## src/sv/ansi_escape_byte_parser_core_assert.svh

```systemverilog
// assertion macros for the ansi escape byte parser core
// expects clk_i and rst_ni in the scope where a macro is used
`ifndef ANSI_ESCAPE_BYTE_PARSER_CORE_ASSERT_SVH
`define ANSI_ESCAPE_BYTE_PARSER_CORE_ASSERT_SVH
`ifndef SYNTHESIS
// clocked check, off while reset is asserted
`define AEBP_ASSERT_CLK(lbl, prop) \
  lbl: assert property (@(posedge clk_i) disable iff (!rst_ni) prop) \
    else $error("aebp assertion failed");
// clocked check that also holds during reset
`define AEBP_ASSERT_ALWAYS(lbl, prop) \
  lbl: assert property (@(posedge clk_i) prop) \
    else $error("aebp assertion failed");
`else
`define AEBP_ASSERT_CLK(lbl, prop)
`define AEBP_ASSERT_ALWAYS(lbl, prop)
`endif
`endif

```

## src/sv/aebp_pkg.sv

```systemverilog
// types and constants of the ansi escape byte parser
// no dependencies
package aebp_pkg;

  // parser states
  typedef enum logic [2:0] {
    ST_NORMAL = 3'd0,
    ST_ESCAPE = 3'd1,
    ST_CSI    = 3'd2,
    ST_ESCSEQ = 3'd3,
    ST_STRING = 3'd4,
    ST_TERM   = 3'd5
  } aebp_state_e;

  // result kinds
  typedef enum logic [1:0] {
    KIND_CHAR = 2'd0,
    KIND_BUSY = 2'd1,
    KIND_DONE = 2'd2
  } aebp_kind_e;

  // cursor commands
  typedef enum logic [2:0] {
    CUR_NONE      = 3'd0,
    CUR_UP        = 3'd1,
    CUR_DOWN      = 3'd2,
    CUR_RIGHT     = 3'd3,
    CUR_LEFT      = 3'd4,
    CUR_PAGE_UP   = 3'd5,
    CUR_PAGE_DOWN = 3'd6
  } aebp_cmd_e;

  // one result item
  typedef struct packed {
    aebp_kind_e kind;
    logic [7:0] ch;
    aebp_cmd_e  cmd;
  } aebp_result_t;

  // control bytes
  localparam logic [7:0] B_NUL   = 8'h00;
  localparam logic [7:0] B_BS    = 8'h08;
  localparam logic [7:0] B_CAN   = 8'h18;
  localparam logic [7:0] B_SUB   = 8'h1A;
  localparam logic [7:0] B_ESC   = 8'h1B;
  localparam logic [7:0] B_SPACE = 8'h20;
  localparam logic [7:0] B_CSI   = 8'h9B;
  localparam logic [7:0] B_ST    = 8'h9C;

  // printable bytes of interest
  localparam logic [7:0] CH_LBRACKET = 8'h5B;
  localparam logic [7:0] CH_BSLASH   = 8'h5C;
  localparam logic [7:0] CH_TILDE    = 8'h7E;
  localparam logic [7:0] CH_A        = 8'h41;
  localparam logic [7:0] CH_B        = 8'h42;
  localparam logic [7:0] CH_C        = 8'h43;
  localparam logic [7:0] CH_D        = 8'h44;
  localparam logic [7:0] CH_5        = 8'h35;
  localparam logic [7:0] CH_6        = 8'h36;
  localparam logic [7:0] CH_P        = 8'h50;
  localparam logic [7:0] CH_Q        = 8'h51;
  localparam logic [7:0] CH_R        = 8'h52;
  localparam logic [7:0] CH_X        = 8'h58;
  localparam logic [7:0] CH_RBRACKET = 8'h5D;
  localparam logic [7:0] CH_CARET    = 8'h5E;
  localparam logic [7:0] CH_UNDER    = 8'h5F;

  // final byte bounds, exclusive, decimal
  localparam logic [7:0] FINAL_ESC_LO = 8'd57;
  localparam logic [7:0] FINAL_CSI_LO = 8'd64;
  localparam logic [7:0] FINAL_HI     = 8'd177;

endpackage

```

## src/sv/aebp_if.sv

```systemverilog
// channel interfaces of the ansi escape byte parser
// no dependencies
interface aebp_byte_if;
  logic       valid;
  logic       ready;
  logic [7:0] data_byte;

  modport source (output valid, output data_byte, input ready);
  modport sink   (input valid, input data_byte, output ready);
endinterface

interface aebp_res_if;
  logic       valid;
  logic       ready;
  logic [1:0] result_kind;
  logic [7:0] char_out;
  logic [2:0] cursor_cmd;

  modport source (output valid, output result_kind, output char_out, output cursor_cmd,
                  input ready);
  modport sink   (input valid, input result_kind, input char_out, input cursor_cmd,
                  output ready);
endinterface

```

## src/sv/ansi_escape_byte_parser_core.sv

```systemverilog
// top level of the ansi escape byte parser
// depends on aebp_pkg, aebp_if, aebp_parser and the assertion header
//
// Usage:
//   in_i  takes one received serial byte per request (valid/ready).
//   out_o gives exactly one result per byte: a plain character, busy while
//         a sequence is in progress, or done with a cursor command.
//   A byte is decoded in the cycle it is accepted and its result is registered
//   in the output register, or in the skid stage while out_o stalls.
//   Throughput is one byte per cycle while the skid stage is not full; the
//   parser state is updated by a single decode step at each accepted byte.
//   Behind the output register a one-entry skid stage keeps in_i open for one
//   more byte while a result waits; in_i.ready drops only while the skid
//   stage is full, and both entries drain in order once out_o.ready is high.
//   Reset returns the parser to the normal state with the escape store,
//   string length and string flag cleared, and empties both result entries.
//   ESC_DEPTH bounds the escape byte count, STRING_DEPTH the string length.
`include "ansi_escape_byte_parser_core_assert.svh"

module ansi_escape_byte_parser_core #(
  parameter int ESC_DEPTH    = 16,
  parameter int STRING_DEPTH = 64
) (
  input  logic        clk_i,
  input  logic        rst_ni,
  aebp_byte_if.sink   in_i,
  aebp_res_if.source  out_o
);

  logic                   accept;
  logic                   pop;
  aebp_pkg::aebp_result_t res;
  aebp_pkg::aebp_result_t out_q;
  aebp_pkg::aebp_result_t skid_q;
  logic                   out_valid_q;
  logic                   skid_valid_q;

  // handshakes
  assign in_i.ready = !skid_valid_q;
  assign accept     = in_i.valid && in_i.ready;
  assign pop        = out_valid_q && out_o.ready;

  // decode step with the parser state
  aebp_parser #(
    .ESC_DEPTH   (ESC_DEPTH),
    .STRING_DEPTH(STRING_DEPTH)
  ) u_parser (
    .clk_i      (clk_i),
    .rst_ni     (rst_ni),
    .step_i     (accept),
    .data_byte_i(in_i.data_byte),
    .result_o   (res)
  );

  // output register and skid stage control
  always_ff @(posedge clk_i or negedge rst_ni) begin
    if (!rst_ni) begin
      out_valid_q  <= 1'b0;
      skid_valid_q <= 1'b0;
    end else if (skid_valid_q) begin
      if (pop) begin
        skid_valid_q <= 1'b0;
      end
    end else if (accept) begin
      if (out_valid_q && !pop) begin
        skid_valid_q <= 1'b1;
      end else begin
        out_valid_q <= 1'b1;
      end
    end else if (pop) begin
      out_valid_q <= 1'b0;
    end
  end

  // result payload
  always_ff @(posedge clk_i) begin
    if (skid_valid_q) begin
      if (pop) begin
        out_q <= skid_q;
      end
    end else if (accept) begin
      if (out_valid_q && !pop) begin
        skid_q <= res;
      end else begin
        out_q <= res;
      end
    end
  end

  assign out_o.valid       = out_valid_q;
  assign out_o.result_kind = out_q.kind;
  assign out_o.char_out    = out_q.ch;
  assign out_o.cursor_cmd  = out_q.cmd;

  // checks
  `AEBP_ASSERT_ALWAYS(a_skid_behind_out, skid_valid_q |-> out_valid_q)
  `AEBP_ASSERT_CLK(a_stall_fills_skid,
                   (accept && out_valid_q && !out_o.ready) |=> skid_valid_q)
  `AEBP_ASSERT_CLK(a_char_only_plain,
                   (out_valid_q && out_q.kind != aebp_pkg::KIND_CHAR) |-> (out_q.ch == 8'h00))
  `AEBP_ASSERT_CLK(a_cmd_only_done,
                   (out_valid_q && out_q.kind != aebp_pkg::KIND_DONE) |->
                   (out_q.cmd == aebp_pkg::CUR_NONE))

endmodule

```

## src/sv/aebp_parser.sv

```systemverilog
// parser state registers and the per-byte decode step
// depends on aebp_pkg
module aebp_parser #(
  parameter int ESC_DEPTH    = 16,
  parameter int STRING_DEPTH = 64
) (
  input  logic               clk_i,
  input  logic               rst_ni,
  input  logic               step_i,
  input  logic [7:0]         data_byte_i,
  output aebp_pkg::aebp_result_t result_o
);

  localparam int EscW = $clog2(ESC_DEPTH + 1);
  localparam int StrW = $clog2(STRING_DEPTH + 1);

  aebp_pkg::aebp_state_e ps_q, ps_d;
  logic [EscW-1:0]       ei_q, ei_d;
  logic [7:0]            eb_q [4];
  logic [7:0]            eb_d [4];
  logic [StrW-1:0]       sl_q, sl_d;
  logic                  sa_q, sa_d;

  // decode one byte against the current state
  always_comb begin
    logic [7:0]  d;
    logic        do_str;
    logic [EscW-1:0] n;
    d       = data_byte_i;
    do_str  = 1'b0;
    n       = '0;
    ps_d    = ps_q;
    ei_d    = ei_q;
    eb_d    = eb_q;
    sl_d    = sl_q;
    sa_d    = sa_q;
    result_o.kind = aebp_pkg::KIND_BUSY;
    result_o.ch   = 8'h00;
    result_o.cmd  = aebp_pkg::CUR_NONE;

    if (ps_q == aebp_pkg::ST_NORMAL) begin
      // plain text, or the start of a sequence
      if (d == aebp_pkg::B_ESC) begin
        ps_d    = aebp_pkg::ST_ESCAPE;
        eb_d[0] = d;
        ei_d    = '0;
      end else if (d == aebp_pkg::B_CSI) begin
        ps_d    = aebp_pkg::ST_CSI;
        eb_d[0] = d;
        eb_d[1] = aebp_pkg::CH_LBRACKET;
        ei_d    = EscW'(1);
      end else begin
        result_o.kind = aebp_pkg::KIND_CHAR;
        result_o.ch   = d;
      end
    end else if (d < aebp_pkg::B_SPACE || d == aebp_pkg::B_CSI) begin
      // control byte inside a sequence
      priority if (d == aebp_pkg::B_CAN || d == aebp_pkg::B_SUB) begin
        ps_d = aebp_pkg::ST_NORMAL;
        sa_d = 1'b0;
        sl_d = '0;
      end else if (d == aebp_pkg::B_BS) begin
        // erase the previous sequence character
        if ((ps_q == aebp_pkg::ST_CSI || ps_q == aebp_pkg::ST_ESCSEQ) &&
            ei_q == EscW'(1)) begin
          ps_d = aebp_pkg::ST_ESCAPE;
          ei_d = '0;
        end else if (ps_q == aebp_pkg::ST_ESCAPE && ei_q == '0) begin
          ps_d = aebp_pkg::ST_NORMAL;
        end else if (ps_q == aebp_pkg::ST_TERM) begin
          ps_d = aebp_pkg::ST_STRING;
        end else if (ps_q == aebp_pkg::ST_STRING) begin
          if (sl_q != '0) begin
            sl_d = sl_q - StrW'(1);
          end else begin
            ps_d = aebp_pkg::ST_ESCAPE;
          end
        end else if (ei_q != '0) begin
          ei_d = ei_q - EscW'(1);
        end
      end else if (d == aebp_pkg::B_ESC) begin
        if (ps_q == aebp_pkg::ST_STRING) begin
          ps_d = aebp_pkg::ST_TERM;
        end else begin
          ps_d    = aebp_pkg::ST_ESCAPE;
          eb_d[0] = aebp_pkg::B_ESC;
          ei_d    = '0;
        end
      end else if (d == aebp_pkg::B_CSI) begin
        ps_d    = aebp_pkg::ST_CSI;
        eb_d[0] = aebp_pkg::B_CSI;
        eb_d[1] = aebp_pkg::CH_LBRACKET;
        ei_d    = EscW'(1);
      end else begin
        // nul stays busy, other controls pass through
        if (d != aebp_pkg::B_NUL) begin
          result_o.kind = aebp_pkg::KIND_CHAR;
          result_o.ch   = d;
        end
      end
    end else begin
      // store the byte while the escape store has room
      if (ps_q != aebp_pkg::ST_STRING && ps_q != aebp_pkg::ST_TERM &&
          ei_q < EscW'(ESC_DEPTH)) begin
        ei_d = ei_q + EscW'(1);
        if (ei_d < EscW'(4)) begin
          eb_d[ei_d[1:0]] = d;
        end
      end

      // state specific handling
      unique case (ps_q)
        aebp_pkg::ST_ESCAPE: begin
          if (d == aebp_pkg::CH_LBRACKET) begin
            ps_d = aebp_pkg::ST_CSI;
          end else if (d == aebp_pkg::CH_UNDER || d == aebp_pkg::CH_P ||
                       d == aebp_pkg::CH_Q || d == aebp_pkg::CH_R ||
                       d == aebp_pkg::CH_X || d == aebp_pkg::CH_CARET ||
                       d == aebp_pkg::CH_RBRACKET) begin
            ps_d = aebp_pkg::ST_STRING;
            sa_d = 1'b1;
            sl_d = '0;
          end else if (d > aebp_pkg::FINAL_ESC_LO && d < aebp_pkg::FINAL_HI) begin
            ps_d          = aebp_pkg::ST_NORMAL;
            result_o.kind = aebp_pkg::KIND_DONE;
          end else begin
            ps_d = aebp_pkg::ST_ESCSEQ;
          end
        end
        aebp_pkg::ST_ESCSEQ: begin
          if (d > aebp_pkg::FINAL_ESC_LO && d < aebp_pkg::FINAL_HI) begin
            ps_d          = aebp_pkg::ST_NORMAL;
            result_o.kind = aebp_pkg::KIND_DONE;
          end else begin
            do_str = 1'b1;
          end
        end
        aebp_pkg::ST_CSI: begin
          if (d > aebp_pkg::FINAL_CSI_LO && d < aebp_pkg::FINAL_HI) begin
            ps_d          = aebp_pkg::ST_NORMAL;
            result_o.kind = aebp_pkg::KIND_DONE;
          end else begin
            do_str = 1'b1;
          end
        end
        aebp_pkg::ST_STRING: begin
          do_str = 1'b1;
        end
        aebp_pkg::ST_TERM: begin
          if (d == aebp_pkg::CH_BSLASH) begin
            ps_d = aebp_pkg::ST_NORMAL;
            sa_d = 1'b0;
          end else begin
            ps_d = aebp_pkg::ST_STRING;
            if (({1'b0, sl_q} + (StrW+1)'(1)) < (StrW+1)'(STRING_DEPTH)) begin
              sl_d = sl_q + StrW'(2);
            end
          end
        end
        default: begin
        end
      endcase

      // string body byte, shared by several states
      if (do_str) begin
        if (d == aebp_pkg::B_ESC) begin
          ps_d = aebp_pkg::ST_TERM;
        end else if (d == aebp_pkg::B_ST) begin
          ps_d = aebp_pkg::ST_NORMAL;
          sa_d = 1'b0;
        end else if (sa_q) begin
          if (sl_q < StrW'(STRING_DEPTH)) begin
            sl_d = sl_q + StrW'(1);
          end else begin
            sa_d = 1'b0;
            sl_d = '0;
            ps_d = aebp_pkg::ST_NORMAL;
          end
        end
      end

      // translate the finished sequence into a cursor command
      if (result_o.kind == aebp_pkg::KIND_DONE) begin
        n    = ei_d;
        ei_d = '0;
        if ((n == EscW'(2) || n == EscW'(3)) && eb_d[0] == aebp_pkg::B_ESC &&
            eb_d[1] == aebp_pkg::CH_LBRACKET) begin
          if (n == EscW'(2)) begin
            priority if (eb_d[2] == aebp_pkg::CH_A) result_o.cmd = aebp_pkg::CUR_UP;
            else if (eb_d[2] == aebp_pkg::CH_B) result_o.cmd = aebp_pkg::CUR_DOWN;
            else if (eb_d[2] == aebp_pkg::CH_C) result_o.cmd = aebp_pkg::CUR_RIGHT;
            else if (eb_d[2] == aebp_pkg::CH_D) result_o.cmd = aebp_pkg::CUR_LEFT;
            else result_o.cmd = aebp_pkg::CUR_NONE;
          end else if (eb_d[3] == aebp_pkg::CH_TILDE) begin
            if (eb_d[2] == aebp_pkg::CH_5) begin
              result_o.cmd = aebp_pkg::CUR_PAGE_UP;
            end else if (eb_d[2] == aebp_pkg::CH_6) begin
              result_o.cmd = aebp_pkg::CUR_PAGE_DOWN;
            end
          end
        end
      end
    end
  end

  // state registers, updated once per accepted byte
  always_ff @(posedge clk_i or negedge rst_ni) begin
    if (!rst_ni) begin
      ps_q <= aebp_pkg::ST_NORMAL;
      ei_q <= '0;
      eb_q <= '{default: 8'h00};
      sl_q <= '0;
      sa_q <= 1'b0;
    end else if (step_i) begin
      ps_q <= ps_d;
      ei_q <= ei_d;
      eb_q <= eb_d;
      sl_q <= sl_d;
      sa_q <= sa_d;
    end
  end

endmodule
```

## src/flat_wrapper.sv

```systemverilog
// flat-port wrapper written by rule: the top's interface ports become plain ports
module ansi_escape_byte_parser_core_flat 
#(
  parameter int ESC_DEPTH    = 16,
  parameter int STRING_DEPTH = 64
)
  (clk_i, rst_ni, in_i_valid, in_i_data_byte, in_i_ready, out_o_valid, out_o_result_kind, out_o_char_out, out_o_cursor_cmd, out_o_ready);
  aebp_byte_if in_i_i ();
  aebp_res_if out_o_i ();
  input  logic clk_i;
  input  logic rst_ni;
  input wire logic [$bits(in_i_i.valid)-1:0] in_i_valid;
  input wire logic [$bits(in_i_i.data_byte)-1:0] in_i_data_byte;
  output wire logic [$bits(in_i_i.ready)-1:0] in_i_ready;
  output wire logic [$bits(out_o_i.valid)-1:0] out_o_valid;
  output wire logic [$bits(out_o_i.result_kind)-1:0] out_o_result_kind;
  output wire logic [$bits(out_o_i.char_out)-1:0] out_o_char_out;
  output wire logic [$bits(out_o_i.cursor_cmd)-1:0] out_o_cursor_cmd;
  input wire logic [$bits(out_o_i.ready)-1:0] out_o_ready;
  assign in_i_i.valid = in_i_valid;
  assign in_i_i.data_byte = in_i_data_byte;
  assign in_i_ready = in_i_i.ready;
  assign out_o_valid = out_o_i.valid;
  assign out_o_result_kind = out_o_i.result_kind;
  assign out_o_char_out = out_o_i.char_out;
  assign out_o_cursor_cmd = out_o_i.cursor_cmd;
  assign out_o_i.ready = out_o_ready;
  ansi_escape_byte_parser_core #(.ESC_DEPTH(ESC_DEPTH), .STRING_DEPTH(STRING_DEPTH)) u_core (.clk_i(clk_i), .rst_ni(rst_ni), .in_i(in_i_i), .out_o(out_o_i));
endmodule
```

## config.mk

```make
export PLATFORM = sky130hd
export DESIGN_NAME = ansi_escape_byte_parser_core_flat
export DESIGN_NICKNAME = d
export VERILOG_FILES = /design/src/sv/aebp_pkg.sv /design/src/sv/aebp_if.sv /design/src/sv/ansi_escape_byte_parser_core.sv /design/src/sv/aebp_parser.sv /design/src/flat_wrapper.sv
export VERILOG_INCLUDE_DIRS = /design/src /design/src/sv
export SDC_FILE = /design/constraint.sdc
export NUM_CORES = 1
export LEC_CHECK = 0
export CORE_MARGIN = 2
export CORE_UTILIZATION = 60
export CTS_BUF_LIST = sky130_fd_sc_hd__clkbuf_4 sky130_fd_sc_hd__clkbuf_8 sky130_fd_sc_hd__clkbuf_16
export CTS_CLUSTER_DIAMETER = 30
export DETAILED_ROUTE_END_ITERATION = 6
export DONT_BUFFER_PORTS = 1
export PLACE_DENSITY = 0.84
export SYNTH_ARGS = -nofsm -noshare
export SYNTH_HDL_FRONTEND = slang
export SYNTH_SLANG_ARGS = --single-unit
```

## constraint.sdc

```tcl
create_clock -name clk_i -period 3.3 [get_ports clk_i]
set_input_delay 0.165 -clock clk_i [delete_from_list [all_inputs] [get_ports clk_i]]
set_output_delay 0.165 -clock clk_i [all_outputs]
set_load 0.01 [all_outputs]
```

# Word-level counts from Yosys, hierarchy flattened
# Index checks and enable logic that the tools add are counted.
[op_classes]
n_bitwise = 4
reduce_logical = 41
mux = 134
addsub = 6
eq_ne = 61
n_lt_le_gt_ge = 10
[op_table]
columns = ["op", "count"]
rows = [
  ["2-to-1 mux 32 bit", 4],
  ["equality test 8 x 7 -> 1 bit, second input constant", 15],
  ["2-to-1 mux 7 bit", 17],
  ["2-to-1 mux 3 bit", 35],
  ["2-to-1 mux 16 bit", 6],
  ["2-to-1 mux 5 bit", 17],
  ["2-to-1 mux 8 bit", 7],
  ["2-to-1 mux 13 bit", 4],
  ["2-to-1 mux 10 bit", 5],
  ["bitwise mux 32 bit", 1],
  ["equality test 8 x 5 -> 1 bit, second input constant", 4],
  ["2-to-1 mux 9 bit", 3],
  ["2-to-1 mux 1 bit", 21],
  ["!= test 3 bit, second input constant", 7],
  ["!= test 5 bit, second input constant", 4],
  ["AND reduction 3 bit", 6],
  ["demux 8 bit (select 2 bit)", 1],
  ["equality test 8 x 6 -> 1 bit, second input constant", 2],
  ["equality test 8 bit, second input constant", 2],
  ["2-to-1 mux 2 bit", 8],
  ["one-hot mux 7 bit (2 select lines)", 1],
  ["AND reduction 7 bit", 2],
  ["logical AND 1 bit", 12],
  ["!= test 3 x 1 -> 1 bit, second input constant", 4],
  ["46 further kinds", 68],
]
[word_totals]
in_bits = 12
reg_bits = 76
output_inout_bits = 15
elab_cells = 272

# Logic depth before layout (Yosys ltp)
# Gate-level depths: netlist of run 1.
[logic_depth]
depth_word = 24
mapped_depth = 10
mapped_depth_nobuf = 10

# Hierarchy
# Synthesis of run 1 repeated with hierarchy kept, for this count alone.
[hier_totals]
hier_cells = 529
hier_area_um2 = 5006.1
[modules_own_cells]
columns = ["mod", "seq_area_each_um2", "cells_per_inst", "area_each_um2", "instances"]
rows = [
  ["aebp_parser", 1201.2, 475, 3913.8, 1],
  ["ansi_escape_byte_parser_core", 830.8, 54, 1092.3, 1],
]

# Worst setup path before layout of run 1
# Ideal clock, no wire load.
[synth_timing]
path_kind = "reg-to-reg"
from = "register u_core.u_parser.ei_q[1]"
to = "register u_core.out_q (netlist bit u_core.out_o.cursor_cmd[2]) (data pin)"
path_buffers = 1
t_arrival_ps = 2453
path_stages_with_launch = 9
setup_slack_ps = 682
synth_period_minus_slack_ps = 2618
cell_sequence = "dfrtp_1 > ha_1 > clkbuf_1 > xor2_1 > o22a_1 > or4_1 > a221oi_1 > a222oi_1 > o31ai_2"
[synth_via]
elab_chain_cells = 24
word_cells_on_any_way = 47
[synth_rtl]
columns = ["element", "line_no", "source"]
rows = [
  ["from (decl)", "aebp_parser.sv:18", "logic [EscW-1:0] ei_q, ei_d;"],
  ["from (signal assigned)", "aebp_parser.sv:216", "ei_q <= ei_d;"],
  ["adder 5 x 1 -> 5 bit", "aebp_parser.sv:105", "ei_d = ei_q + EscW'(1);"],
  ["NOT 2 -> 3 bit (not written as such)", "aebp_parser.sv:107", "eb_d[ei_d[1:0]] = d;"],
  ["greater-or-equal comparator 3 bit (not written as such) / < comparator 3 x 1 -> 1 bit (equally long branches)", "aebp_parser.sv:107", ""],
  ["logical AND 1 bit (not written as such)", "aebp_parser.sv:107", ""],
  ["2-to-1 mux 8 bit (not written as such)", "aebp_parser.sv:107", ""],
  ["demux 8 bit (select 2 bit)", "aebp_parser.sv:107", ""],
  ["bitwise mux 32 bit", "aebp_parser.sv:107", ""],
  ["2-to-1 mux 32 bit", "aebp_parser.sv:106", "if (ei_d < EscW'(4)) begin"],
  ["[8 not listed]", "--", ""],
  ["2-to-1 mux 3 bit", "aebp_parser.sv:188", "if (n == EscW'(2)) begin"],
  ["2-to-1 mux 3 bit (*)", "aebp_parser.sv:186", "if ((n == EscW'(2) || n == EscW'(3)) && eb_d[0] == aebp_pkg::B_ESC &&"],
  ["2-to-1 mux 3 bit (*)", "aebp_parser.sv:183", "if (result_o.kind == aebp_pkg::KIND_DONE) begin"],
  ["2-to-1 mux 3 bit (*)", "aebp_parser.sv:56", "end else if (d < aebp_pkg::B_SPACE || d == aebp_pkg::B_CSI) begin"],
  ["2-to-1 mux 3 bit (*)", "aebp_parser.sv:41", "if (ps_q == aebp_pkg::ST_NORMAL) begin"],
  ["2-to-1 mux 13 bit (*)", "ansi_escape_byte_parser_core.sv:82", "if (out_valid_q && !pop) begin"],
  ["2-to-1 mux 13 bit (*)", "ansi_escape_byte_parser_core.sv:81", "end else if (accept) begin"],
  ["2-to-1 mux 13 bit (*)", "ansi_escape_byte_parser_core.sv:77", "if (skid_valid_q) begin"],
  ["to (signal assigned)", "ansi_escape_byte_parser_core.sv:79", "out_q <= skid_q;"],
  ["to (signal assigned)", "ansi_escape_byte_parser_core.sv:85", "out_q <= res;"],
  ["to (decl)", "ansi_escape_byte_parser_core.sv:33", "aebp_pkg::aebp_result_t out_q;"],
]
# Mark *: on every way between the ends. The rest lies on a longest branch, timed or not. The select of a mux whose other input is x is not followed.
# A chain may end at the register's enable or synchronous reset.

# Final worst setup path of run 1
[layout_timing]
from = "register u_core.u_parser.ei_q[0]"
to = "register u_core.out_q (netlist bit u_core.out_o.cursor_cmd[2]) (data pin)"
# Same word-level chain as after synthesis.

==> results of run 1 <==
## area by class of cell
cell class              count  area (um^2)
inverters                  16         60.1
clock inverters             6         40.0
well taps                 105          131
clock buffers              10          131
flip-flops and latches     76         2030
multi-input cells         414         2850
fillers                   627         2750
repair buffers             24          225
## layer usage
metal | track usage (%) | vias up
li1 | - | 2060
met1 | 41.6 | 2214
met2 | 49.7 | 311
met3 | 7.75 | 73
met4 | 15.8 | 0
met5 | 0 | -
## power breakdown
part           internal (mW)  total, mW  switching (mW)
combinational          0.670       1.57           0.901
clock                  0.281      0.656           0.375
sequential              1.34       1.74           0.404
total                   2.29       3.97            1.68
## critical path, stage by stage, from the launching register on
cell and delay [ns]:
dfrtp_1 0.51, ha_1 0.35, xor2_1 0.20, o22ai_1 0.24
nand2_1 0.24, or3_1 0.36, a221oi_1 0.46, a222oi_1 0.24
o31ai_2 0.21
## worst paths after layout
path / from / endpoint / slack, ns
worst max-delay path: u_core.u_parser.ei_q[0]$_DFFE_PN0P_ / u_core.out_o.cursor_cmd[2]$_DFFE_PP_ / 0.33
worst min-delay path: in_i_valid / u_core.skid_valid_q$_DFF_PN0_ / 0.009
worst max register to register: u_core.u_parser.ei_q[0]$_DFFE_PN0P_ / u_core.out_o.cursor_cmd[2]$_DFFE_PP_ / 0.33
worst min register to register: u_core.u_parser.eb_q[28]$_DFFE_PN0P_ / u_core.u_parser.eb_q[28]$_DFFE_PN0P_ / 0.49
max in group asynchronous: rst_ni / u_core.u_parser.ps_q[1]$_DFFE_PN0P_ / 2.76
min in group asynchronous: rst_ni / u_core.u_parser.eb_q[31]$_DFFE_PN0P_ / 0.32
## registers in the layout (all words and copies together) (netlist names)
| name | count |
|---|---|
| u_core.u_parser.eb_q | 32 |
| u_core.skid_q | 13 |
| u_core.out_o.char_out | 8 |
| u_core.u_parser.ei_q | 5 |
| u_core.u_parser.sl_q | 7 |
| u_core.u_parser.sa_q | 1 |
| u_core.out_o.result_kind | 2 |
| u_core.out_o.cursor_cmd | 3 |
| u_core.skid_valid_q | 1 |
| u_core.u_parser.ps_q | 3 |
| u_core.out_o.valid | 1 |
## synth_stat cells (all sizes together) (8+ instances only)
| master | number |
|---|---|
| xnor2 | 8 |
| nor3 | 20 |
| edfxtp | 26 |
| inv | 16 |
| nand4 | 9 |
| and2 | 8 |
| a21oi | 34 |
| nor2 | 41 |
| nor4 | 9 |
| o31ai | 8 |
| dfrtp | 50 |
| ha | 11 |
| nand3 | 13 |
| clkbuf | 27 |
| a22o | 8 |
| o21ai | 39 |
| mux2 | 24 |
| o22ai | 9 |
| nand2 | 44 |
| o22a | 9 |
## metrics by stage
stage	instances	utilization [%]	setup slack (ns)	hold slack (ns)	power [mW]
after floorplan	536	-	0.682	-0.131	2.84
after detailed placement	624	62.9	0.388	-0.129	3.25
after CTS	651	66.5	0.371	0.00820	3.94
after global placement	624	62.9	0.454	-0.128	3.17
final	651	66.5	0.325	0.00880	3.97
after global routing	651	66.5	0.0719	0.0303	4.20
## logic make-up (layout without fill, tap and decap cells)
logic type                 Yosys count  count (layout)
DFF                                 76              76
AOI/OAI and AO/OA                  163             163
buffers and inverters               46              56
muxes                               31              31
and+or+nand+nor                    200             200
adders and majority gates           11              11
xor gates and xnor gates             9               9
==> results.md, run 1 <==
- Largest net degree at the start of global routing: 51
- Most common cell after layout, fill and taps aside: dfrtp_1
- Clock sinks: 76
- Ys async rst share: 65.8%
- Largest family of logic cells by synthesized area: simple AND/OR/NAND/NOR gates
- Initial Util: 61.6%
- Total global routing overflow: 0
- Pwr/cell area: 726 nW/um^2
- Initial antenna violation count: 0
- Fraction of layout cells with a size suffix above 1: 13.6%
- Slew HR: 36.3%
- Leak: 2.02 nW
- Clk root buf: clkbuf_8
- Hold buffer count at CTS: 11
- DRT iter0 DRCs: 646
- Placed cell areas: 5170 um^2
- Syn nets: 559
- Vias post-DR: 4658
- Maximum operating frequency: 336 MHz
- Post-cts repair resize count: 0
- Ports: 27
- Number of flops mapped to enable cells by yosys: 26
- Setup-failing EPs final: 0
- Min-Delay Path Class: in2reg
- Post-DRT Antenna Nets: 0
- Yosys top cell area share: 24.7%
- Crit Path Max Fanout: 12
- Worst-Skew Late Latency: 0.36 ns
- CTS tree: built
- Total core area: 8220 um^2
- Max Cap Viol: 0
- Element type at the critical path start: register
- Synth Area in Adders: 2.72%
- Accumulated negative setup slack: 0 ns
- Die Width: 95.9 um
- RSZ-0062 raised after global routing: false
- Post-synthesis mux area share: 6.72%
- Met1 Wirelength: 5540 um
- P&R area growth vs syn: 8.01%
- DR WL met3: 1480 um
- XOR/XNOR Fraction of Synth Area: 1.56%
- Die height: 95.9 um
- Synth Instances: 536
- Final Skew: 0.00758 ns
- Run status: finished, final reports clean
- Fin crit share: 90.1%
- Reg clk slew, reported paths: 0.08 ns
- Worst vdd ir: 397 uV
- Fin nets: 564
- Kind of critical path: reg2reg
- Post-DP HPWL: 9700 um
- Register area share after synthesis: 40.1%
- GP Congestion: 0.985
- Die Area: 9190 um^2
- Top FF cell, synth: dfrtp_1
- Wire length of the first global-routing pass: 22300 um
- # diodes: 0
- Area contributors post-synth: dfrtp_1, edfxtp_1, mux2_2, a21oi_1, nand2_1
- Setup Fix Bufs, Post-CTS: 0
- Worst EP arrival: 3.17 ns
- DR top layer: met4
- Yosys warns: 0
- Max-slew violations: 0
- R2R cell count: 8
- Commonest non-fill, non-tap cells in the layout: dfrtp_1, nand2_1, nor2_1
- Worst-Margin Slew: 0.949 ns
- Required @ worst endpoint: 3.50 ns
- Min Tclk post-route: 2.97 ns
- Final instance area: 5470 um^2
- H-tree level count: 3
- Library cells used by synthesis: 79
- I/O Buffers: 0
- Vias per inst: 7.16
- Hold path depth: 2
- DR DRC count: 0
- Final hold violations: 0
- Synth Register Bits: 76
- Drt pass-1 iters: 6
- WL final: 14100 um
- Compound-gate portion of the synthesized area: 22.5%
- Deepest clock path buffer count: 2
- Post-Synth Simple-Gate Area: 22.7%
- Tot GR Track Use: 31.9%
- Wire length on met2: 6480 um
- Row Count: 33
- Syn Std Cell Area: 5060 um^2
- Mean Syn Cell Area: 9.44 um^2
- Vias in the first global route: 4299
- Routed len/inst: 21.7 um
- Yosys top cell by area: dfrtp_1
- CTS buffer count: 9
- Critical Path Sink Type: register
Power figures use the tool's default switching activity.
==> inputs of run 2 (changes only) <==
Settings changed: ABC_AREA set to 1.
==> run 2 against run 1 <==
Non-clock buffer count decreased by 14. Register-to-register slack better by 0.12 ns. Flip-flop and latch count is the same. Die area up 14%. Utilization fell by 0.72 points. Clock-buffer cell count shrank 1. Sequential share of layout area shrank 3.9 points. Clock power rose by 17%. Synthesized cell count up 64%. Sequential power barely moved. Largest power group is now combinational logic. Highest routed layer unchanged.
==> results.md, run 2 <==
- Hold slack: 0.0165 ns (+0.00773 ns)
- Final instance area: 6110 um^2 (+12%)
- Synth Instances: 878 (+64%)
- Initial antenna violation count: 0 (unchanged)
- Final hold violations: 0 (unchanged)
- Die Area: 10400 um^2 (+14%)
- Largest net degree at the start of global routing: 51 (unchanged)
- CTS buffer count: 9 (unchanged)
- Total global routing overflow: 0 (unchanged)
- Maximum operating frequency: 350 MHz (+4.2%)
- Clk root buf: clkbuf_8
- Min Tclk post-route: 2.85 ns (-0.121 ns)
- Synth Register Bits: 76 (unchanged)
- Final Skew: 0.0137 ns (+0.00614 ns)
- Post-cts repair resize count: 0 (unchanged)
- R2R Setup Slk: 0.45 ns (+0.12 ns)
- Kind of critical path: reg2reg
- Number of flops mapped to enable cells by yosys: 26 (unchanged)
- Ys async rst share: 65.8% (unchanged)
- Yosys warns: 0 (unchanged)
- Worst-Skew Late Latency: 0.37 ns (about the same)
- Element type at the critical path start: register
- Die Width: 102 um (+6.6%)
- Commonest non-fill, non-tap cells in the layout: nand2_1, inv_1, nor2_1
- Fraction of layout cells with a size suffix above 1: 9.02% (-4.5 points)
- Die height: 102 um (+6.6%)
- Syn Std Cell Area: 5780 um^2 (+14%)
- Total power: 5.76 mW (+45%)
- H-tree level count: 3 (unchanged)
- Run status: finished, final reports clean
- Post-DP HPWL: 11400 um (+17%)
- Row Count: 35 (+6.1%)
- Mean Syn Cell Area: 6.59 um^2 (-30%)
- I/O Buffers: 0 (unchanged)
- Max Cap Viol: 0 (unchanged)
- DR DRC count: 0 (unchanged)
- Drt pass-1 iters: 6 (unchanged)
- Setup Fix Bufs, Post-CTS: 0 (unchanged)
- Reg clk slew, reported paths: 0.09 ns (about the same)
- Top-count cell post-synth: nand2_1
- DRT iter0 DRCs: 479 (-26%)
- Max reg flops: 32 (unchanged)
- Vias in the first global route: 5223 (+21%)
- Tot GR Track Use: 31.5% (-0.35 points)
- Yosys top cell area share: 21.6% (-3.1 points)
- Max-slew violations: 0 (unchanged)
- Worst setup margin: 0.446 ns (+0.121 ns)
- Area contributors post-synth: dfrtp_1, nand2_1, edfxtp_1, inv_1, nand3_1
- Setup-failing EPs final: 0 (unchanged)
- Ports: 27 (unchanged)
- Total core area: 9280 um^2 (+13%)
- RSZ-0062 raised after global routing: false
- Routed len/inst: 15.2 um (-30%)
- Top FF cell, synth: dfrtp_1
- Crit Path Max Fanout: 11 (-1)
- Hold buffer count at CTS: 3 (-8)
- Most flops, register: u_core.u_parser.eb_q
- Placed cell areas: 5860 um^2 (+13%)
- Required @ worst endpoint: 3.42 ns (-0.08 ns)
- Wire length of the first global-routing pass: 25700 um (+15%)
- Min-Delay Path Class: in2reg
- WL final: 15300 um (+8.3%)
- Initial Util: 62.3% (+0.69 points)
- Vias per inst: 5.72 (-20%)
- Most common cell after layout, fill and taps aside: nand2_1
- Fin crit share: 86.5% (-3.7 points)
- Worst-Margin Slew: 1.04 ns (+0.0908 ns)
- P&R area growth vs syn: 5.65%
- CTS tree: built
- Critical Path Sink Type: register
- Worst vdd ir: 514 uV (+30%)
- Slew HR: 30.4% (-5.8 points)
- Worst EP arrival: 2.97 ns (-0.20 ns)
- Setup WS pre-CTS: 0.546 ns (+0.158 ns)
- Fin nets: 894 (+59%)
- Pwr/cell area: 943 nW/um^2 (+30%)
- Register area share after synthesis: 35.1% (-5.0 points)
- Reg2reg start: u_core.u_parser.ei_q[0]$_DFFE_PN0P_
- Leak: 3.00 nW (+48%)
- Deepest clock path buffer count: 2 (unchanged)
- Library cells used by synthesis: 46 (-42%)
- Post-DRT Antenna Nets: 0 (unchanged)
- Accumulated negative setup slack: 0 ns (unchanged)
- Top cells by count, synth: nand2_1, inv_1, nor2_1, nand3_1, o21ai_0
- Clock sinks: 76 (unchanged)
- Yosys top cell by area: dfrtp_1
- # diodes: 0 (unchanged)
- HP Start: in_i_data_byte[2]
- GP Congestion: 1.05 (+6.5%)
- Syn nets: 901 (+61%)
- Vias post-DR: 5752 (+23%)
- CP startpoint: u_core.u_parser.ei_q[0]$_DFFE_PN0P_
run 2: worst max-delay path: stages, from the launching register on:
cell	delay, ns
dfrtp_1	0.50
ha_1	0.29
nand3_1	0.14
nand2_1	0.09
nand2_1	0.09
nor2_4	0.23
nand3_1	0.41
nand2_1	0.26
nand2_2	0.08
nand2_2	0.10
inv_1	0.04
nand2_1	0.08
nor2_1	0.05
nand2_1	0.05
nand2_1	0.07
nand3_2	0.08
a21oi_2	0.05
run 2: layer usage:
| layer | up-vias | track usage [%] | wire, um |
|---|---|---|---|
| met4 | 0 | 9.74 | 411 |
| met2 | 249 | 48.6 | 6860 |
| met5 | - | 0 | 0 |
| met1 | 2647 | 45.3 | 6870 |
| met3 | 47 | 5.75 | 1160 |
| li1 | 2809 | - | - |
run 2: cell families after synthesis:
kind of cell             after synthesis  synth area share (%)
AO/OA/AOI/OAI                        120                  12.0
XOR/XNOR                               8                  1.21
adder cells (fa/ha/maj)               11                  2.38
buffers and inverters                139                  9.63
flip-flops                            76                  35.1
AND/OR/NAND/NOR                      524                  39.7
run 2: power breakdown:
part	internal, mW	switching (mW)	total [mW]	leakage, nW
clock	0.362	0.406	0.767	0.106
combinational	1.03	2.21	3.24	2.02
sequential	1.38	0.371	1.76	0.868
run 2: cell type report:
class,count,area [um^2]
repair buffers,10,100
flip-flops and latches,76,2030
clock inverters,7,81.3
inverters,111,417
fillers,840,3170
clock buffers,9,124
multi-input cells,663,3200
well taps,129,161
run 2: final timing paths:
| kind | end | cells past startpoint |
|---|---|---|
| hold reg to reg | u_core.u_parser.eb_q[11]$_DFFE_PN0P_ | 2 |
| setup reg to reg | u_core.out_o.cursor_cmd[1]$_DFFE_PP_ | 16 |
| setup / recovery | u_core.out_o.cursor_cmd[1]$_DFFE_PP_ | 16 |
| max in group asynchronous | u_core.u_parser.sl_q[5]$_DFFE_PN0P_ | 2 |
| min in group asynchronous | u_core.u_parser.eb_q[18]$_DFFE_PN0P_ | 2 |
| hold / removal | u_core.skid_q[5]$_DFFE_PP_ | 2 |
run 2: through the flow:
| stage | std cells | util, % |
|---|---|---|
| 6_report | 1005 | 65.8 |
| 5_1_grt | 1005 | 65.8 |
| 4_1_cts | 1005 | 65.8 |
| 3_5_place_dp | 986 | 63.1 |
| 3_3_place_gp | 986 | 63.1 |
| 2_1_floorplan | 878 | - |
==> inputs of run 3 (changes only) <==
Clock period 3.3 ns to 3.4 ns, I/O delays scaled along.
==> run 3 against run 2 <==
Wire length shrank 1.7%. Utilization shrank 0.26 points. Register-to-register slack gained 0.11 ns. Final cell count is essentially flat. Non-clock buffer count shrank 1. Critical endpoint unchanged. Largest cell class unchanged. Largest power group unchanged.
==> results.md, run 3 (synthesis gave the netlist of run 2 again) <==
- Post-cts repair resize count: 0 (unchanged)
- Initial Util: 62.3% (unchanged)
- H-tree level count: 3 (unchanged)
- Die Area: 10400 um^2 (unchanged)
- # diodes: 0 (unchanged)
- Met1 Wirelength: 6820 um (-0.73%)
- RSZ-0062 raised after global routing: false
- Final instance area: 6090 um^2 (-0.39%)
- CTS tree: built
- Post-DP HPWL: 11300 um (-1.2%)
- Reg clk slew, reported paths: 0.09 ns (about the same)
- Wire length of the first global-routing pass: 24600 um (-4.5%)
- Total core area: 9280 um^2 (unchanged)
- Die height: 102 um (unchanged)
- Commonest non-fill, non-tap cells in the layout: nand2_1, inv_1, nor2_1
- Clk root buf: clkbuf_8
- Final core utilization: 65.6% (-0.26 points)
- Fillers: 840 (unchanged)
- Slew HR: 30.0% (-0.47 points)
- Delay-heaviest family, CP: simple AND/OR/NAND/NOR gates
- Worst EP arrival: 2.97 ns (about the same)
- Most common cell after layout, fill and taps aside: nand2_1
- Accumulated negative setup slack: 0 ns (unchanged)
- Clock sinks: 76 (unchanged)
- Fin nets: 893 (-0.11%)
- Kind of critical path: reg2reg
- DRT iter0 DRCs: 506 (+5.6%)
- Initial antenna violation count: 0 (unchanged)
- Total global routing overflow: 0 (unchanged)
- Post-DRT Antenna Nets: 0 (unchanged)
- Leak: 2.98 nW (-0.55%)
- Min Tclk post-route: 2.84 ns (-0.00926 ns)
- Max-slew violations: 0 (unchanged)
- Setup-failing EPs final: 0 (unchanged)
- Worst-path cell chain: ha_1 -> nand2_2 -> nand2_1 -> inv_2 -> nor2_1 -> nand3_1 -> nand2_1 -> nand2_1 -> nand2_2 -> inv_1 -> nand2_1 -> nor2_1 -> nand2_1 -> nand2_1 -> nand3_2 -> a21oi_2
- Most flops, register: u_core.u_parser.eb_q
- Worst vdd ir: 533 uV (+3.6%)
- Maximum operating frequency: 352 MHz (+0.33%)
- Worst Path Buf+Inv: 2 (+1)
- Ports: 27 (unchanged)
- Critical Path Sink Type: register
- Vias in the first global route: 5026 (-3.8%)
- Drt pass-1 iters: 6 (unchanged)
- Vias per inst: 5.53 (-3.4%)
- P&R area growth vs syn: 5.23%
- Placed cells: 985 (-0.10%)
- Most common cell type on the critical path: nand2_1
- Tot GR Track Use: 30.3% (-1.3 points)
- DR WL met3: 1210 um (+4.6%)
- Fin crit share: 83.7% (-2.8 points)
- Non-Filler Instances: 1004 (-0.10%)
- CTS buffer count: 9 (unchanged)
- Largest net degree at the start of global routing: 51 (unchanged)
- Row Count: 35 (unchanged)
- Pwr/cell area: 903 nW/um^2 (-4.2%)
- Die Width: 102 um (unchanged)
- Worst-Margin Slew: 1.05 ns (+0.00707 ns)
- GP Congestion: 1.04 (-0.88%)
- DR DRC count: 0 (unchanged)
- Min-Delay Path Class: in2reg
- Crit-path slowest cell: dfrtp_1
- DR top layer: met4
- I/O Buffers: 0 (unchanged)
- CP max stage delay: 0.51 ns (about the same)
- Required @ worst endpoint: 3.52 ns (+0.10 ns)
- Max reg flops: 32 (unchanged)
- Wire length on met2: 6620 um (-3.5%)
- Vias post-DR: 5551 (-3.5%)
- Run status: finished, final reports clean
- Worst-Skew Late Latency: 0.37 ns (about the same)
- Element type at the critical path start: register
- Final Skew: 0.0132 ns (-0.000535 ns)
- Max Cap Viol: 0 (unchanged)
- Routed len/inst: 15.0 um (-1.6%)
- Deepest clock path buffer count: 2 (unchanged)
- Crit Path Max Fanout: 11 (unchanged)
- Final hold violations: 0 (unchanged)
- Placed cell areas: 5850 um^2 (-0.13%)
- WL final: 15000 um (-1.7%)
- Fraction of layout cells with a size suffix above 1: 8.91% (-0.10 points)
-- run 3: cell count changes in the layout (fill, tap and decap cells not counted), sizes merged --
| cell | change |
|---|---|
| clkinv | -2 |
| inv | +2 |
| clkinvlp | +1 |
| buf | -1 |
| bufinv | -1 |
-- run 3: final timing paths --
kind	startpoint	to	slack, ns	cells past startpoint
hold reg to reg	u_core.u_parser.eb_q[7]$_DFFE_PN0P_	u_core.u_parser.eb_q[7]$_DFFE_PN0P_	0.49	2
setup reg to reg	u_core.u_parser.ei_q[0]$_DFFE_PN0P_	u_core.out_o.cursor_cmd[1]$_DFFE_PP_	0.56	16
max in group asynchronous	rst_ni	u_core.u_parser.ei_q[4]$_DFFE_PN0P_	2.84	2
setup / recovery	u_core.u_parser.ei_q[0]$_DFFE_PN0P_	u_core.out_o.cursor_cmd[1]$_DFFE_PP_	0.56	16
min in group asynchronous	rst_ni	u_core.u_parser.eb_q[26]$_DFFE_PN0P_	0.30	2
hold / removal	out_o_ready	u_core.skid_valid_q$_DFF_PN0_	0.04	2
-- run 3: through the flow --
stage | power [mW] | hold slack [ns] | setup slack (ns)
after floorplan | 4.11 | -0.126 | 1.13
after global placement | 4.68 | -0.124 | 0.743
after detailed placement | 4.74 | -0.124 | 0.627
after CTS | 5.46 | 0.0465 | 0.617
after global routing | 6.02 | 0.0369 | 0.304
final | 5.50 | 0.0399 | 0.555
-- run 3: area by class of cell --
class / count / area (um^2) / area share, %
clock buffer: 9 / 124 / 2.03
sequential: 76 / 2030 / 33.4
tap: 129 / 161 / 2.65
clock inverter: 7 / 65.1 / 1.07
inverter: 111 / 417 / 6.84
timing repair buffer: 9 / 92.6 / 1.52
multi-input combinational: 663 / 3200 / 52.5
-- run 3: timing repair --
action	CTS	global route
buffers inserted	0	0
hold endpoints to repair	51	0
hold buffers	3	0
-- run 3: worst register-to-register path, cell delays in order (launching register included) --
cell and delay [ns]:
dfrtp_1 0.51, ha_1 0.30, nand2_2 0.11, nand2_1 0.17, inv_2 0.07, nor2_1 0.20, nand3_1 0.40, nand2_1 0.21
nand2_1 0.11, nand2_2 0.12, inv_1 0.05, nand2_1 0.05, nor2_1 0.04, nand2_1 0.06, nand2_1 0.07, nand3_2 0.09
a21oi_2 0.05
-- run 3: per-layer routing --
metal | GRT usage [%] | up-vias
li1 | - | 2804
met1 | 43.5 | 2467
met2 | 46.0 | 241
met3 | 4.65 | 39
met4 | 11.8 | 0
met5 | 0 | -
-- run 3: where the power goes --
part           internal, mW  switching [mW]
registers              1.34           0.361
clock network         0.284           0.404
logic                 0.989            2.12
total                  2.62            2.88
